`config.mk`:
```
export PLATFORM = sky130hd
export DESIGN_NAME = dfl_box_and_score_decode
export DESIGN_NICKNAME = d
export VERILOG_FILES = /design/src/rtl/dfbs_pkg.sv /design/src/rtl/dfbs_ctrl.sv /design/src/rtl/dfbs_dp.sv /design/src/rtl/dfl_box_and_score_decode.sv
export SDC_FILE = /design/constraint.sdc
export NUM_CORES = 2
export LEC_CHECK = 0
export BUFFER_PORTS_ARGS = -buffer_cell sky130_fd_sc_hd__buf_2
export CAP_MARGIN = 10
export CORE_MARGIN = 5
export CORE_UTILIZATION = 55
export DETAILED_ROUTE_END_ITERATION = 10
export PLACE_DENSITY_LB_ADDON = 0.05
export SYNTH_ARGS = -nofsm -noshare
export SYNTH_HDL_FRONTEND = slang
export SYNTH_SLANG_ARGS = --single-unit
```
`constraint.sdc`:
```
create_clock -name clk -period 16.1 [get_ports clk]
set_input_delay 0.805 -clock clk [delete_from_list [all_inputs] [get_ports clk]]
set_output_delay 0.805 -clock clk [all_outputs]
set_load 0.01 [all_outputs]
```
`src/rtl/dfbs_pkg.sv`:
```
// Shared types and constants for the DFL box and score decoder.
`default_nettype none
package dfbs_pkg;

  localparam int IDX_MAX_W = 5;
  localparam int CLS_MAX_W = 8;
  localparam logic [3:0] EXP_LAST = 4'd8;
  localparam logic [3:0] DIV_LAST = 4'd15;
  localparam logic [3:0] GEO_LAST = 4'd1;
  localparam logic [3:0] BOX_LAST = 4'd3;

  typedef enum logic [3:0] {
    OP_IDLE     = 4'd0,
    OP_LOAD_BIN = 4'd1,
    OP_LOAD_CLS = 4'd2,
    OP_MAX      = 4'd3,
    OP_EXP      = 4'd4,
    OP_DIV      = 4'd5,
    OP_DOT_MUL  = 4'd6,
    OP_DOT_ACC  = 4'd7,
    OP_SAVE     = 4'd8,
    OP_GEO      = 4'd9,
    OP_BOX_OUT  = 4'd10,
    OP_SIG_MUL  = 4'd11,
    OP_SIG_OUT  = 4'd12
  } op_t;

  typedef struct packed {
    op_t                  op;
    logic                 sig;
    logic [IDX_MAX_W-1:0] idx;
    logic [3:0]           step;
    logic [1:0]           grp;
    logic [CLS_MAX_W-1:0] cls;
    logic                 cls_last;
  } cmd_t;

  typedef struct packed {
    logic out_free;
  } status_t;

endpackage
`default_nettype wire

```
`src/rtl/dfbs_ctrl.sv`:
```
// Sequencer that steps the datapath through group, box and score work.
`default_nettype none
module dfbs_ctrl #(
  parameter int BINS = 16,
  parameter int CLASS_COUNT = 80
) (
  input  wire logic           clk,
  input  wire logic           rst,
  input  wire logic           in_valid,
  output logic                in_ready,
  input  dfbs_pkg::status_t   status,
  output dfbs_pkg::cmd_t      cmd
);

  localparam int IDX_W = $clog2(BINS);
  localparam int CLS_W = $clog2(CLASS_COUNT + 1);

  typedef enum logic [9:0] {
    S_IDLE   = 10'b0000000001,
    S_MAX    = 10'b0000000010,
    S_EXP    = 10'b0000000100,
    S_DIV    = 10'b0000001000,
    S_DOT    = 10'b0000010000,
    S_SAVE   = 10'b0000100000,
    S_GEO    = 10'b0001000000,
    S_BOX    = 10'b0010000000,
    S_SIGMUL = 10'b0100000000,
    S_SIGOUT = 10'b1000000000
  } state_t;

  state_t state, state_next;
  logic [3:0] step, step_next;
  logic [IDX_W-1:0] idx, idx_next;
  logic [IDX_W-1:0] bin_cnt, bin_cnt_next;
  logic [1:0] grp, grp_next;
  logic [CLS_W-1:0] cls, cls_next;
  logic in_cls, in_cls_next;
  logic idx_end, cls_end;

  assign idx_end = (idx == IDX_W'(BINS - 1));
  assign cls_end = (cls == CLS_W'(CLASS_COUNT - 1));

  always_comb begin
    state_next = state;
    step_next = step;
    idx_next = idx;
    bin_cnt_next = bin_cnt;
    grp_next = grp;
    cls_next = cls;
    in_cls_next = in_cls;
    in_ready = (state == S_IDLE);
    cmd.op = dfbs_pkg::OP_IDLE;
    cmd.sig = in_cls;
    cmd.idx = dfbs_pkg::IDX_MAX_W'((state == S_IDLE) ? bin_cnt : idx);
    cmd.step = step;
    cmd.grp = grp;
    cmd.cls = dfbs_pkg::CLS_MAX_W'(cls);
    cmd.cls_last = cls_end;
    case (state)
      S_IDLE: begin
        if (in_valid) begin
          step_next = 4'd0;
          if (in_cls) begin
            cmd.op = dfbs_pkg::OP_LOAD_CLS;
            state_next = S_EXP;
          end else begin
            cmd.op = dfbs_pkg::OP_LOAD_BIN;
            if (bin_cnt == IDX_W'(BINS - 1)) begin
              bin_cnt_next = '0;
              idx_next = '0;
              state_next = S_MAX;
            end else begin
              bin_cnt_next = bin_cnt + 1'b1;
            end
          end
        end
      end
      S_MAX: begin
        cmd.op = dfbs_pkg::OP_MAX;
        if (idx_end) begin
          idx_next = '0;
          step_next = 4'd0;
          state_next = S_EXP;
        end else begin
          idx_next = idx + 1'b1;
        end
      end
      S_EXP: begin
        cmd.op = dfbs_pkg::OP_EXP;
        if (step == dfbs_pkg::EXP_LAST) begin
          step_next = 4'd0;
          if (in_cls) begin
            state_next = S_DIV;
          end else if (idx_end) begin
            idx_next = '0;
            state_next = S_DIV;
          end else begin
            idx_next = idx + 1'b1;
          end
        end else begin
          step_next = step + 4'd1;
        end
      end
      S_DIV: begin
        cmd.op = dfbs_pkg::OP_DIV;
        if (step == dfbs_pkg::DIV_LAST) begin
          step_next = 4'd0;
          idx_next = '0;
          state_next = in_cls ? S_SIGMUL : S_DOT;
        end else begin
          step_next = step + 4'd1;
        end
      end
      S_DOT: begin
        if (step[0]) begin
          cmd.op = dfbs_pkg::OP_DOT_ACC;
          step_next = 4'd0;
          if (idx_end) begin
            state_next = S_SAVE;
          end else begin
            idx_next = idx + 1'b1;
          end
        end else begin
          cmd.op = dfbs_pkg::OP_DOT_MUL;
          step_next = 4'd1;
        end
      end
      S_SAVE: begin
        cmd.op = dfbs_pkg::OP_SAVE;
        grp_next = grp + 2'd1;
        step_next = 4'd0;
        if (grp == 2'd3) begin
          in_cls_next = 1'b1;
          state_next = S_GEO;
        end else begin
          state_next = S_IDLE;
        end
      end
      S_GEO: begin
        cmd.op = dfbs_pkg::OP_GEO;
        if (step == dfbs_pkg::GEO_LAST) begin
          step_next = 4'd0;
          state_next = S_BOX;
        end else begin
          step_next = step + 4'd1;
        end
      end
      S_BOX: begin
        if (status.out_free) begin
          cmd.op = dfbs_pkg::OP_BOX_OUT;
          if (step == dfbs_pkg::BOX_LAST) begin
            step_next = 4'd0;
            state_next = S_IDLE;
          end else begin
            step_next = step + 4'd1;
          end
        end
      end
      S_SIGMUL: begin
        cmd.op = dfbs_pkg::OP_SIG_MUL;
        state_next = S_SIGOUT;
      end
      S_SIGOUT: begin
        if (status.out_free) begin
          cmd.op = dfbs_pkg::OP_SIG_OUT;
          state_next = S_IDLE;
          if (cls_end) begin
            cls_next = '0;
            in_cls_next = 1'b0;
          end else begin
            cls_next = cls + 1'b1;
          end
        end
      end
      default: begin
        state_next = S_IDLE;
      end
    endcase
  end

  always_ff @(posedge clk) begin
    if (rst) begin
      state <= S_IDLE;
      step <= 4'd0;
      idx <= '0;
      bin_cnt <= '0;
      grp <= 2'd0;
      cls <= '0;
      in_cls <= 1'b0;
    end else begin
      state <= state_next;
      step <= step_next;
      idx <= idx_next;
      bin_cnt <= bin_cnt_next;
      grp <= grp_next;
      cls <= cls_next;
      in_cls <= in_cls_next;
    end
  end

endmodule
`default_nettype wire

```
`src/rtl/dfbs_dp.sv`:
```
// Datapath: bin store, shared exp and Q15 multiplier, divider, geometry, output register.
`default_nettype none
module dfbs_dp #(
  parameter int BINS = 16
) (
  input  wire logic                clk,
  input  wire logic                rst,
  input  dfbs_pkg::cmd_t           cmd,
  output dfbs_pkg::status_t        status,
  input  wire logic signed [7:0]   logit,
  input  wire logic [13:0]         anchor_index,
  output logic                     out_valid,
  input  wire logic                out_ready,
  output logic signed [26:0]       value,
  output logic [6:0]               slot,
  output logic                     last
);

  localparam int IDX_W = $clog2(BINS);
  localparam int SUM_W = $clog2(BINS) + 15;
  localparam int EXP_W = $clog2(BINS) + 15;

  function automatic logic signed [15:0] mul_q15(input logic signed [15:0] a,
                                                 input logic signed [15:0] b);
    logic signed [31:0] p;
    logic signed [16:0] fl;
    logic [14:0] rem;
    logic up;
    logic signed [17:0] v;
    p = a * b;
    fl = p[31:15];
    rem = p[14:0];
    up = (rem > 15'd16384) || ((rem == 15'd16384) && fl[0]);
    v = {fl[16], fl} + {17'd0, up};
    if (v > 18'sd32767) begin
      mul_q15 = 16'sd32767;
    end else if (v < -18'sd32768) begin
      mul_q15 = -16'sd32768;
    end else begin
      mul_q15 = v[15:0];
    end
  endfunction

  logic signed [7:0] bin_store [BINS];
  logic [14:0] e_store [BINS];
  logic [EXP_W-1:0] edges [4];

  logic signed [7:0] logit_r, mx;
  logic [13:0] anchor_r;
  logic [7:0] z;
  logic [4:0] q;
  logic signed [15:0] r, r2, r3, r4, t2, t3, t4;
  logic [14:0] e;
  logic [SUM_W-1:0] sum;
  logic [16:0] divisor, rem;
  logic [14:0] quot, m;
  logic sat;
  logic [EXP_W-1:0] dot;
  logic [1:0] sel;
  logic [13:0] grid_pos;
  logic [9:0] gy;
  logic [2:0] sh;
  logic [26:0] cx, cy;
  logic [29:0] sprod;

  logic [IDX_W-1:0] bi;
  logic [14:0] recip;
  logic signed [8:0] zdiff;
  logic [7:0] z_new;
  logic [20:0] qprod;
  logic signed [12:0] rdiff;
  logic signed [18:0] psum;
  logic [14:0] poly, e_new;
  logic signed [15:0] mul_a, mul_b, mq;
  logic [SUM_W-5:0] sum_hi;
  logic [16:0] reduced;
  logic [17:0] trial;
  logic [13:0] grid_pos_new;
  logic [11:0] xg;
  logic [27:0] gprod;
  logic [13:0] gx_full;
  logic [6:0] cols;
  logic [26:0] ev, box_val;
  logic [30:0] sround;

  assign bi = cmd.idx[IDX_W-1:0];
  assign recip = sat ? 15'd32767 : quot;
  assign status.out_free = !out_valid || out_ready;

  always_comb begin
    if (cmd.sig) begin
      zdiff = logit_r[7] ? (9'sd0 - 9'(logit_r)) : 9'(logit_r);
    end else begin
      zdiff = 9'(mx) - 9'(bin_store[bi]);
    end
    z_new = zdiff[7:0];
    qprod = 21'(z_new) * 21'd5925;
    rdiff = 13'(signed'({1'b0, 12'(q) * 12'd177})) - 13'(signed'({1'b0, z, 4'd0}));
    psum = 19'sd32767 + 19'(r) + 19'(t2) + 19'(t3) + 19'(t4);
    if (psum < 19'sd0) begin
      poly = 15'd0;
    end else if (psum > 19'sd32767) begin
      poly = 15'd32767;
    end else begin
      poly = psum[14:0];
    end
    e_new = (q >= 5'd15) ? 15'd0 : (poly >> q);
  end

  always_comb begin
    mul_a = r2;
    mul_b = r2;
    if (cmd.op == dfbs_pkg::OP_DOT_MUL) begin
      mul_a = signed'({1'b0, e_store[bi]});
      mul_b = signed'({1'b0, recip});
    end else begin
      case (cmd.step)
        4'd2: begin
          mul_a = r;
          mul_b = r;
        end
        4'd3: begin
          mul_a = r2;
          mul_b = r;
        end
        4'd5: begin
          mul_b = 16'sd16384;
        end
        4'd6: begin
          mul_a = r3;
          mul_b = 16'sd5461;
        end
        4'd7: begin
          mul_a = r4;
          mul_b = 16'sd1365;
        end
        default: begin
          mul_a = r2;
          mul_b = r2;
        end
      endcase
    end
    mq = mul_q15(mul_a, mul_b);
  end

  always_comb begin
    sum_hi = sum[SUM_W-1:4];
    reduced = (sum > SUM_W'(16)) ? 17'(sum_hi) : 17'd1;
    trial = {rem, 1'b0};
    if (anchor_r < 14'd6400) begin
      grid_pos_new = anchor_r;
      xg = 12'(grid_pos_new >> 4);
    end else if (anchor_r < 14'd8000) begin
      grid_pos_new = anchor_r - 14'd6400;
      xg = 12'(grid_pos_new >> 3);
    end else begin
      grid_pos_new = anchor_r - 14'd8000;
      xg = 12'(grid_pos_new >> 2);
    end
    gprod = 28'(xg) * 28'd52429;
    case (sel)
      2'd0: cols = 7'd80;
      2'd1: cols = 7'd40;
      default: cols = 7'd20;
    endcase
    gx_full = grid_pos - (14'(gy) * 14'(cols));
    ev = 27'(edges[cmd.step[1:0]]) << sh;
    case (cmd.step[1:0])
      2'd0: box_val = cx - ev;
      2'd1: box_val = cy - ev;
      2'd2: box_val = cx + ev;
      default: box_val = cy + ev;
    endcase
    sround = 31'(sprod) + 31'd16384;
  end

  always_ff @(posedge clk) begin
    case (cmd.op)
      dfbs_pkg::OP_LOAD_BIN: begin
        bin_store[bi] <= logit;
        anchor_r <= anchor_index;
      end
      dfbs_pkg::OP_LOAD_CLS: begin
        logit_r <= logit;
      end
      dfbs_pkg::OP_MAX: begin
        sum <= '0;
        if (bi == '0 || bin_store[bi] > mx) begin
          mx <= bin_store[bi];
        end
      end
      dfbs_pkg::OP_EXP: begin
        case (cmd.step)
          4'd0: begin
            z <= z_new;
            q <= qprod[20:16];
          end
          4'd1: r <= {rdiff[8:0], 7'd0};
          4'd2: r2 <= mq;
          4'd3: r3 <= mq;
          4'd4: r4 <= mq;
          4'd5: t2 <= mq;
          4'd6: t3 <= mq;
          4'd7: t4 <= mq;
          default: begin
            e <= e_new;
            if (!cmd.sig) begin
              e_store[bi] <= e_new;
              sum <= sum + SUM_W'(e_new);
            end
          end
        endcase
      end
      dfbs_pkg::OP_DIV: begin
        if (cmd.step == 4'd0) begin
          dot <= '0;
          quot <= 15'd0;
          if (cmd.sig) begin
            divisor <= 17'd32768 + 17'(e);
            rem <= 17'd32768;
            sat <= (e == 15'd0);
          end else begin
            divisor <= reduced;
            rem <= 17'd2048;
            sat <= (reduced <= 17'd2048);
          end
        end else if (trial >= 18'(divisor)) begin
          rem <= 17'(trial - 18'(divisor));
          quot <= {quot[13:0], 1'b1};
        end else begin
          rem <= trial[16:0];
          quot <= {quot[13:0], 1'b0};
        end
      end
      dfbs_pkg::OP_DOT_MUL: begin
        m <= mq[14:0];
      end
      dfbs_pkg::OP_DOT_ACC: begin
        dot <= dot + EXP_W'(20'(bi) * 20'(m));
      end
      dfbs_pkg::OP_SAVE: begin
        edges[cmd.grp] <= dot;
      end
      dfbs_pkg::OP_GEO: begin
        if (cmd.step == 4'd0) begin
          grid_pos <= grid_pos_new;
          gy <= gprod[27:18];
          if (anchor_r < 14'd6400) begin
            sel <= 2'd0;
          end else if (anchor_r < 14'd8000) begin
            sel <= 2'd1;
          end else begin
            sel <= 2'd2;
          end
        end else begin
          sh <= 3'd3 + 3'(sel);
          cx <= 27'({gx_full[6:0], 1'b1}) << (5'd17 + 5'(sel));
          cy <= 27'({gy, 1'b1}) << (5'd17 + 5'(sel));
        end
      end
      dfbs_pkg::OP_SIG_MUL: begin
        sprod <= 30'(e) * 30'(recip);
      end
      default: begin
      end
    endcase
  end

  always_ff @(posedge clk) begin
    if (cmd.op == dfbs_pkg::OP_BOX_OUT) begin
      value <= box_val;
      slot <= 7'(cmd.step[1:0]);
      last <= 1'b0;
    end else if (cmd.op == dfbs_pkg::OP_SIG_OUT) begin
      value <= logit_r[7] ? 27'(sround[30:15]) : 27'(recip);
      slot <= 7'(cmd.cls + 8'd4);
      last <= cmd.cls_last;
    end
  end

  always_ff @(posedge clk) begin
    if (rst) begin
      out_valid <= 1'b0;
    end else if (cmd.op == dfbs_pkg::OP_BOX_OUT || cmd.op == dfbs_pkg::OP_SIG_OUT) begin
      out_valid <= 1'b1;
    end else if (out_ready) begin
      out_valid <= 1'b0;
    end
  end

endmodule
`default_nettype wire

```
`src/rtl/dfl_box_and_score_decode.sv`:
```
// Sequence: a plain bin byte is stored while the sequencer stays idle; a group's last bin byte
// starts a max scan over the BINS bins, a 9-step exp per bin on one Q15 multiplier, a 16-step
// divider and a multiply step and an accumulate step per bin; the last DFL byte adds the geometry
// steps and 4 box transfers. A class byte takes 9 exp steps, 16 divider steps, a multiply and output.
// One item is processed at a time; the output register frees the input side once loaded.
// Reset (synchronous, active high) returns to the start of a record with no result pending.
`default_nettype none
module dfl_box_and_score_decode #(
  parameter int BINS = 16,
  parameter int CLASS_COUNT = 80
) (
  input  wire logic        clk,
  input  wire logic        rst,
  input  wire logic        s_axis_tvalid,
  output logic             s_axis_tready,
  input  wire logic [23:0] s_axis_tdata,   // logit [7:0], anchor_index [21:8], zero fill
  output logic             m_axis_tvalid,
  input  wire logic        m_axis_tready,
  output logic [31:0]      m_axis_tdata,   // value [26:0], zero fill
  output logic [6:0]       m_axis_tuser,   // slot [6:0]
  output logic             m_axis_tlast
);

  dfbs_pkg::cmd_t cmd;
  dfbs_pkg::status_t status;
  logic signed [26:0] value;

  dfbs_ctrl #(
    .BINS(BINS),
    .CLASS_COUNT(CLASS_COUNT)
  ) u_ctrl (
    .clk(clk),
    .rst(rst),
    .in_valid(s_axis_tvalid),
    .in_ready(s_axis_tready),
    .status(status),
    .cmd(cmd)
  );

  dfbs_dp #(
    .BINS(BINS)
  ) u_dp (
    .clk(clk),
    .rst(rst),
    .cmd(cmd),
    .status(status),
    .logit(signed'(s_axis_tdata[7:0])),
    .anchor_index(s_axis_tdata[21:8]),
    .out_valid(m_axis_tvalid),
    .out_ready(m_axis_tready),
    .value(value),
    .slot(m_axis_tuser),
    .last(m_axis_tlast)
  );

  assign m_axis_tdata = {5'd0, value};

  a_emit_free: assert property (@(posedge clk) disable iff (rst)
    (cmd.op == dfbs_pkg::OP_BOX_OUT || cmd.op == dfbs_pkg::OP_SIG_OUT) |-> status.out_free)
    else $error("Result written while the output register still holds a transfer.");

  a_last_slot: assert property (@(posedge clk) disable iff (rst)
    (m_axis_tvalid && m_axis_tlast) |-> (m_axis_tuser == 7'(CLASS_COUNT + 3)))
    else $error("Last flag on a result other than the final class score.");

  a_load_idle: assert property (@(posedge clk) disable iff (rst)
    (cmd.op == dfbs_pkg::OP_LOAD_BIN || cmd.op == dfbs_pkg::OP_LOAD_CLS)
      |-> (s_axis_tvalid && s_axis_tready))
    else $error("Input load issued without an input transfer.");

endmodule
`default_nettype wire

```
==> summary.md <==
| Metric | Value |
|---|---|
| Slowest stage cell, crit path | `a211oi_4` |
| Layout cells sized above 1 | `around 8.1%` |
| Synthesized netlist cell count | `6267` |
| Drc violations | `0` |
| Share of the yosys chip area belonging to registers | `about 38%` |
| Clock insertion delay at the later pin of the skew report | `roughly 0.7 ns` |
| Antenna-violating nets left | `0` |
| Final count of hold timing violations | `0` |
| Full die area | `127000 um2` |
| RSZ-0062 raised after global routing | `false` |
| WP data arrival | `13.46 ns` |
| Layout area overhead | `7.88%` |
| GRT Util Overall | `26.2%` |
| Slew HR | `19.3%` |
| Top delay family on crit path | `compound AO/OA/AOI/OAI gates` |
| Status | `complete, no violations` |
| Avg Cell Area, Syn | `about 10 um2` |
| H-tree Lvls | `3` |
| Post-CTS Repair Setup Buffers | `0` |
| Post-DR wirelength/cell | `~21 um` |
| Post-synth EDFFs | `794` |
| M1 wire length | `72400 um` |
| Maxcap violations | `0` |
| Commonest non-fill, non-tap cell in the layout | `inv_1` |
| Largest cells by area after synthesis | `edfxtp_1, fa_1, ha_1` |
| CP startpoint kind | `flop` |
| Die height | `356 um` |
| TritonCTS clock tree | `yes` |
| Sink Count | `between 800 and 900` |
| Setup ws final | `2.88 ns` |
| Wire length on met2 | `78100 um` |
| Final setup vio count | `0` |
| Row count | `126` |
| Worst Path Required | `between 15 and 20 ns` |
| Total number of yosys warnings | `0` |
| Routed wl met3 | `9920 um` |
| Core Box Area | `118000 um2` |
| Power per cell area | `84.0 nW/um2` |
| Most used DFF post-synth | `edfxtp_1` |
| Critical path's most frequent cell | `fa_1` |
| Pwr Total | `~6.0 mW` |
| Layout fillers | `between 10000 and 15000` |
| Worst Path Buf+Inv | `7` |
| Vias in the first global route | `45700` |
| Setup Skew | `0.0593 ns` |
| Max layer used | `met5` |
| Mapped Area | `65700 um2` |
| Tmin final | `13.22 ns` |
| TritonCTS Buffers | `93` |
| Gpl congestion | `0.909` |
| CTS Hold Bufs | `0` |
| Setup TNS | `0 ns` |
| GR Overflow Total | `0` |
| DR iter-0 viols | `~3400` |
| CTS root buffer | `clkbuf_16` |
| Initial antenna violation count | `10` |
| Final Slew Violations | `0` |
| Highest net fanout along the worst path | `77` |
| Post-DP HPWL | `121000 um` |
| Max clock buf depth | `3` |
| Via count | `45600` |
| First-pass iteration count of the detailed router | `5` |
| Yosys top cell by area | `edfxtp_1` |
| Vias per std cell | `5.74` |
| Reg clk slew, reported paths | `0.06 ns` |
| Final period util | `82.1%` |
| IR drop worst, VDD | `roughly 0.12 mV` |
| Hold Crit Class | `input pin to flop` |
| CTS resizes | `0` |
| WL final | `165000 um` |
| First-pass GRT wire length | `259000 um` |
| Yosys cell types | `112` |
| Worst slew pin tran | `1.20 ns` |
| Buffers on Ports | `62` |
| Final net count | `7341` |
| Most frequent cells in the layout | `inv_1, edfxtp_1, nand2_1, fa_1, ha_1` |
| Setup CP Type | `flop to flop` |
| Largest net degree at the start of global routing | `78` |
| FFs w/ async S/R, synth | `0%` |
| Die Wd | `356 um` |
| Fmax achieved | `approximately 76 MHz` |
| Initial Utilization | `55.5%` |
| Boundary Pins | `70` |
| Synth Register Bits | `835` |
| Worst stage delay on the critical path | `0.76 ns` |
| Pleak | `30.4 nW` |
| CP Capture Type | `flop` |
| Place WS | `2.92 ns` |
| Synth top area share | `36.3%` |
-- per-layer routing --
layer / up-vias / GRT usage (%)
li1: 21300 / -
met1: 22800 / 36.6
met2: 1264 / 43.2
met3: 248 / 3.74
met4: 4 / 7.78
met5: - / 0
-- kinds of logic (layout without fill, tap and decap cells) --
logic type,Yosys count,after routing,synth area share [%]
adders and majority gates,1045,1045,26.3
buffers and inverters,1117,1185,6.58
other,1,9,0.00571
AOI/OAI and AO/OA,923,923,9.40
muxes,154,154,3.01
DFF,835,835,37.5
and+or+nand+nor,1972,1972,14.2
xor gates and xnor gates,220,220,2.94
-- stage by stage --
stage / hold slack [ns] / util (%) / area, um2 / instances
3_5_place_dp: 0.405 / 57.3 / 67900 / 7769
2_1_floorplan: 0.400 / - / 65700 / 6272
5_1_grt: 0.245 / 59.9 / 70900 / 7940
3_3_place_gp: 0.406 / 57.3 / 67800 / 7768
6_report: 0.284 / 59.9 / 70900 / 7943
4_1_cts: 0.231 / 59.9 / 70900 / 7936
-- sequential cells by signal (all words and copies together), names as in the netlist, 11 cells and up, named ones only --
signal          flops
u_dp.e_store      240
u_dp.bin_store    128
u_dp.edges         76
u_dp.value         27
u_dp.dot           19
u_dp.sum           19
u_dp.rem           17
u_dp.divisor       16
u_dp.r2            16
u_dp.r3            16
u_dp.r4            16
u_dp.sprod         16
u_dp.t2            16
u_dp.t3            16
u_dp.t4            16
u_dp.e             15
u_dp.m             15
u_dp.quot          15
u_dp.anchor_r      14
u_dp.cy            11
-- worst paths after layout --
kind / startpoint / end / slack [ns] / cells after the start
max: u_ctrl.state[2]$_SDFFE_PP0P_ / u_dp.t2[3]$_DFFE_PP_ / 2.88 / 36
min: s_axis_tdata[9] / u_dp.anchor_r[1]$_DFFE_PP_ / 0.28 / 1
max reg2reg: u_ctrl.state[2]$_SDFFE_PP0P_ / u_dp.t2[3]$_DFFE_PP_ / 2.88 / 36
min reg2reg: u_dp.anchor_r[1]$_DFFE_PP_ / u_dp.grid_pos[1]$_DFFE_PP_ / 0.41 / 0
-- report_power, final --
part	internal [mW]	total [mW]	switching [mW]
sequential	2.41	2.41	0.00446
clock	1.22	2.11	0.890
combinational	0.639	1.44	0.801
-- synthesized netlist by cell type (all sizes together) (63+ instances only) --
master and n:
a211oi 66, ha 480, nor3 63, nand2 788, inv 844, xnor2 135, buf 80, mux2i 66
fa 565, nand2b 68, a31oi 74, nand3 99, a21oi 209, and2 161, o21ai 191, clkbuf 188
edfxtp 794, and3 132, nor2 421, xor2 85
-- layout make-up --
| type | instances | area (um2) | area share (%) |
|---|---|---|---|
| multi-input combinational | 4320 | 36900 | 52.1 |
| clock inverter | 50 | 510 | 0.720 |
| antenna | 3 | 7.51 | 0.0106 |
| tap | 1600 | 2000 | 2.82 |
| sequential | 835 | 24700 | 34.8 |
| inverter | 849 | 3190 | 4.49 |
| timing repair buffer | 169 | 1110 | 1.56 |
| clock buffer | 117 | 2500 | 3.53 |
(Power assumes the default switching activity.)
